[config.mk]
export PLATFORM = sky130hd
export DESIGN_NAME = pctb_ctrl
export DESIGN_NICKNAME = d
export VERILOG_FILES = /design/src/hw/rtl/pctb_pkg.sv /design/src/hw/rtl/pctb_ctrl.sv
export SDC_FILE = /design/constraint.sdc
export NUM_CORES = 1
export LEC_CHECK = 0
export BUFFER_PORTS_ARGS = -buffer_cell sky130_fd_sc_hd__buf_2
export CORE_AREA = 2 2 39 41
export DETAILED_ROUTE_END_ITERATION = 10
export DIE_AREA = 0 0 41 43
export SLEW_MARGIN = 20
export SYNTH_ARGS = -nofsm -noshare
export SYNTH_HDL_FRONTEND = slang
export SYNTH_SLANG_ARGS = --single-unit
[constraint.sdc]
create_clock -name clk -period 2.35 [get_ports clk]
set_input_delay 0.47 -clock clk [delete_from_list [all_inputs] [get_ports clk]]
set_output_delay 0.47 -clock clk [all_outputs]
set_load 0.005 [all_outputs]
[src/hw/rtl/pctb_pkg.sv]
// types, constants and helpers shared by the token bucket limiter
package pctb_pkg;

	localparam int CLIENT_ENTRIES = 64;
	localparam int IDX_W = (CLIENT_ENTRIES > 1) ? $clog2(CLIENT_ENTRIES) : 1;

	localparam int ADDR_W = 32;
	localparam int TIME_W = 32;
	localparam int RATE_W = 16;
	localparam int TOK_W = 22;
	localparam int SECS_W = 6;
	localparam int CFG_W = 16;
	localparam int CFG_IDX_W = 1;

	localparam logic [TOK_W-1:0] UNITS_PER_TOKEN = 22'd60;
	localparam logic [SECS_W-1:0] MAX_ELAPSED = 6'd60;

	localparam logic [CFG_IDX_W-1:0] REG_LIMIT_ENABLE = 1'd0;
	localparam logic [CFG_IDX_W-1:0] REG_REQUESTS_PER_MINUTE = 1'd1;

	localparam logic [1:0] STATUS_ALLOWED = 2'd0;
	localparam logic [1:0] STATUS_DISABLED = 2'd1;
	localparam logic [1:0] STATUS_NO_TOKENS = 2'd2;
	localparam logic [1:0] STATUS_FULL = 2'd3;

	typedef enum logic [2:0] {
		S_IDLE,
		S_MATCH,
		S_SELECT,
		S_READ,
		S_CALC1,
		S_CALC2,
		S_FINISH,
		S_DONE
	} ctrl_state_t;

	typedef struct packed {
		logic load_in;
		logic search;
		logic select;
		logic read;
		logic calc1;
		logic calc2;
		logic finish;
		logic load_out;
	} dp_cmd_t;

	typedef struct packed {
		logic limit_enable;
		logic hit;
		logic free;
		logic out_space;
	} dp_sts_t;

	// lowest set bit of a vector, zero when none
	function automatic logic [IDX_W-1:0] first_set(input logic [CLIENT_ENTRIES-1:0] v);
		logic [IDX_W-1:0] r;
		r = '0;
		for (int i = CLIENT_ENTRIES - 1; i >= 0; i--) begin
			if (v[i]) begin
				r = IDX_W'(i);
			end
		end
		return r;
	endfunction

endpackage

[src/hw/rtl/pctb_ctrl.sv]
// sequencing state machine of the token bucket limiter
module pctb_ctrl (
	input  logic              clk,
	input  logic              arst_n,
	input  logic              in_valid,
	output logic              in_ready,
	input  pctb_pkg::dp_sts_t sts,
	output pctb_pkg::dp_cmd_t cmd
);
	import pctb_pkg::*;

	ctrl_state_t state_q, state_d;

	always_ff @(posedge clk or negedge arst_n) begin
		if (!arst_n) begin
			state_q <= S_IDLE;
		end else begin
			state_q <= state_d;
		end
	end

	always_comb begin
		state_d = state_q;
		cmd = '0;
		in_ready = 1'b0;
		unique case (state_q)
			S_IDLE: begin
				in_ready = 1'b1;
				if (in_valid) begin
					cmd.load_in = 1'b1;
					state_d = sts.limit_enable ? S_MATCH : S_DONE;
				end
			end
			S_MATCH: begin
				cmd.search = 1'b1;
				state_d = S_SELECT;
			end
			S_SELECT: begin
				cmd.select = 1'b1;
				// new client and no free entry: denied at once
				state_d = (!sts.hit && !sts.free) ? S_DONE : S_READ;
			end
			S_READ: begin
				cmd.read = 1'b1;
				state_d = S_CALC1;
			end
			S_CALC1: begin
				cmd.calc1 = 1'b1;
				state_d = S_CALC2;
			end
			S_CALC2: begin
				cmd.calc2 = 1'b1;
				state_d = S_FINISH;
			end
			S_FINISH: begin
				cmd.finish = 1'b1;
				state_d = S_DONE;
			end
			S_DONE: begin
				if (sts.out_space) begin
					cmd.load_out = 1'b1;
					state_d = S_IDLE;
				end
			end
			default: begin
				state_d = S_IDLE;
			end
		endcase
	end

endmodule

* Word-level counts from Yosys, hierarchy flattened
Index checks and enable logic that the tools add are counted.
** Storage, ports and cells
- Output and inout bits :: 9
- Logic and storage cells :: 31
- Bits in latches :: 0
- Register bits after elaboration :: 3
- Memory bits (read-only) :: 0
- RAM bits :: 0
- Bits of input ports :: 7
- Memories kept :: 0
** Operators by class
- Divide/modulo/power cells :: 0
- Order comparisons :: 0
- Multipliers :: 0
- Shifts and indexed selects :: 0
- Multiplexer cells :: 16
- Reduce and logical (&&, ||, !) cells :: 5
- Equal/unequal tests :: 9
- Bitwise gates (word level) :: 0
- Add/subtract/negate cells :: 0
** Operators by type and width (number)
- 3-bit one-hot mux with 8 select lines :: 1
- 3-bit equality test (second input constant) :: 4
- 3-bit 2-to-1 mux :: 4
- 1-bit 2-to-1 mux :: 11
- 3-bit by 2-bit equality test with 1-bit output (second input constant) :: 2
- 2-bit != test (second input constant) :: 2
- 3-bit by 1-bit equality test with 1-bit output (second input constant) :: 1
- 3-bit logical NOT :: 1
- 1-bit logical NOT :: 2
- 2-bit AND reduction :: 1
- 1-bit logical AND :: 1

* Logic depth before layout (Yosys ltp)
- Depth in word-level cells :: 4
- Depth in mapped cells :: 4
- Depth with buffers taken out :: 3

* Least setup slack after synthesis
No wires, ideal clock.
- Path kind :: register to output
- Start point :: reg state_q[0]
- End point :: out cmd[7] (netlist name)
- Data required time :: 1.880 ns
- Arrival :: 0.870 ns
- Buffers on the path :: 1
- Slack :: 1.010 ns
- Stages on the path, launching flop included :: 4
- Cells stage by stage :: dfrtp_1 -> buf_4 -> nor3_1 -> and2_1
** RTL lines
- start, declared :: RTL line pctb_ctrl.sv:12 : ctrl_state_t state_q, state_d;
- start signal, assigned :: RTL line pctb_ctrl.sv:18 : state_q <= state_d;
- end, declared :: RTL line pctb_ctrl.sv:8 : output pctb_pkg::dp_cmd_t cmd

==> impl_metrics.yaml <==
cts:
  clock_sinks: 3
  post_cts_buffers: 0
  htreeDepth: 1
  cts_hold_buf: 0
  clk_latency_ns: 0.24
  clk_pin_slew_ns: 0.04
  cts_buffer_depth: 2
  cts-resized-gates: 0
  cts_tree: "built"
  cts_made_buffers: 3
  root_buffer: "clkbuf_4"
power_and_ir_drop:
  swShare_pct: 44.0
  power_leakage_nw: 0.177
  ir_drop_mv: 0.220
  switchingPower_mw: 0.200
  p_comb_share_pct: 43.7
  p_clk_share_pct: 20.3
  p_int_mw: 0.254
  power_mw: 0.454
  seq_power_share_pct: 35.9
  power_density_nw_per_um2: 1300
setup_path:
  crit_required_ns: 1.88
  path_class: "register to output port"
  arrival_ns: 1.25
  crit_buf_inv: 1
  critPathMaxStageDelay_ns: 0.51
  critPathSlowestCell: "dfrtp_1"
  cp_max_fo: 13
  path_cells: "nor3_1 -> and2_1 -> buf_2"
  cp_top_family: "flip-flops"
  end_kind: "output port"
  setup.reg_to_reg.worst_slack_ns: 1.25
  start_kind: "register"
die:
  fp.dieH_um: 43
  initial_core_util_pct: 18.3
  die-area_um2: 1760
  core_um2: 1380
  num_rows: 14
  die_w_um: 41
  io_pins: 16
timing:
  fmax_mhz: 581
  fin_skew_ns: 0.000429
  worst_pin_slew_ns: 0.405
  rsz0062_at_grt: "no"
  setup_viol: 0
  fin_crit_sh_pct: 73.2
  hold_viol_final: 0
  finalCriticalPeriod_ns: 1.72
  setup_tns_ns: 0
  worst_slack_ns: 0.629
  slew_headroom_pct: 73.0
  final_max_slew_viol_count: 0
logic_synthesis:
  syn_area_per_cell_um2: 8.15
  syn_nets: 38
  async_flop_share_pct: 100
  synthesis.area_um2: 253
  ys_ff_latch: 3
  yosysUniqueCellTypes: 18
  ys_seq_area_share_pct: 29.7
  synth_ff_type: "dfrtp_1"
  netlist_instances: 31
  synth_edf_count: 0
  synth_warnings: 0
placed_design:
  hpwl_um: 453
  gp_congestion: 0.641
  io_buffer_count: 15
  dp_slack_ns: 0.873
drt:
  route.detailed.drc: 0
  ant_nets: 0
  wl_um: 592
  wire_per_inst_um: 9.40
  firstDrtPassIters: 2
  vias: 268
  viasPerCell: 4.25
  drt_iter0_drc: 1
finish:
  antenna_cells: 0
  layout-drive-gt1-share_pct: 42.6
  seq_area_um2: 75.1
  largest_reg_flops: 3
  multiInputGateArea_um2: 146
  area_growth_pct: 38.6
  largest_registers: "state_q (3)"
  num-fill-cells: 171
  nets: 55
  regMostFlops: "state_q"
worst_hold_path:
  hold_path.class: "primary input to async pin"
global_route:
  antenna_found_initial: 0
  grt_max_degree: 14
  grt_first_pass_wirelength_um: 910
  grt_usage_pct: 8.54
  overflow: 0
  grt_pass1_vias: 232
outcome:
  outcome: "completed"
job:
  drv_cap: 0
==> cell type report <==
class | instances | share of cell area [%]
multi-input combinational | 23 | 41.8
sequential | 3 | 21.4
timing repair buffer | 15 | 21.4
clock buffer | 4 | 7.50
tap | 16 | 5.71
inverter | 2 | 2.14
==> logic make-up after synthesis <==
logic type             synth area share [%]
AOI/OAI and AO/OA                      22.3
buffers and inverters                  12.4
DFF                                    29.7
and+or+nand+nor                        35.6
==> routing by layer <==
layer | track usage [%] | share of wire [%] | routed length (um)
met5 | 0 | 0 | 0
met4 | 12.0 | 2.4 | 14
met3 | 3.14 | 3.7 | 22
met2 | 10.3 | 51 | 303
met1 | 9.03 | 42 | 251
==> synthesized netlist by cell type (2+ instances only) <==
master	instances	area (um^2)
o21ai_0	2	10.0
nor3_1	2	10.0
inv_1	2	7.51
nor2_1	5	18.8
dfrtp_1	3	75.1
nor3b_1	4	30.0
nand2_1	2	7.51
==> metrics by stage <==
stage          hold WS (ns)  cells  utilization (%)  area, um^2
2_1_floorplan         0.174     31                -         253
6_report             0.0216     63             25.3         350
3_5_place_dp          0.270     59             23.4         324
4_1_cts              0.0157     63             25.3         350
5_1_grt              0.0231     63             25.3         350
3_3_place_gp          0.269     59             23.4         324
==> power groups by stage <==
| stage | registers (mW) | clock network (mW) | logic (mW) |
|---|---|---|---|
| 6_report | 0.163 | 0.0923 | 0.199 |
| 3_3_place_gp | 0.162 | 0 | 0.201 |
| 4_1_cts | 0.164 | 0.0962 | 0.202 |
| 2_1_floorplan | 0.0939 | 0 | 0.227 |
| 5_1_grt | 0.174 | 0.0990 | 0.224 |
| 3_5_place_dp | 0.164 | 0 | 0.201 |
==> worst reg2reg max path: cells and delay by family, from the launching register on <==
kind,cells,cell delay (ns)
compound gates,2,0.25
flops,1,0.51
simple gates,1,0.21
==> cells in the final DEF (no fill, tap or decap), types with 2 or more instances in the layout <==
cell type	instances
buf_2	15
nor2_1	5
nor3b_1	4
clkbuf_4	3
dfrtp_1	3
inv_1	2
nor3_1	2
nand2_1	2
o21ai_0	2
==> final timing paths <==
path	from	end	depth (start not counted)
min in group clk	in_valid	state_q[0]$_DFFE_PN0P_	3
worst min register to register	state_q[1]$_DFFE_PN0P_	state_q[2]$_DFFE_PN0P_	1
worst max register to register	state_q[2]$_DFFE_PN0P_	state_q[0]$_DFFE_PN0P_	3
worst min-delay path	arst_n	state_q[2]$_DFFE_PN0P_	1
max in group asynchronous	arst_n	state_q[0]$_DFFE_PN0P_	1
worst max-delay path	state_q[2]$_DFFE_PN0P_	cmd[7]	3
(Power assumes the default switching activity.)
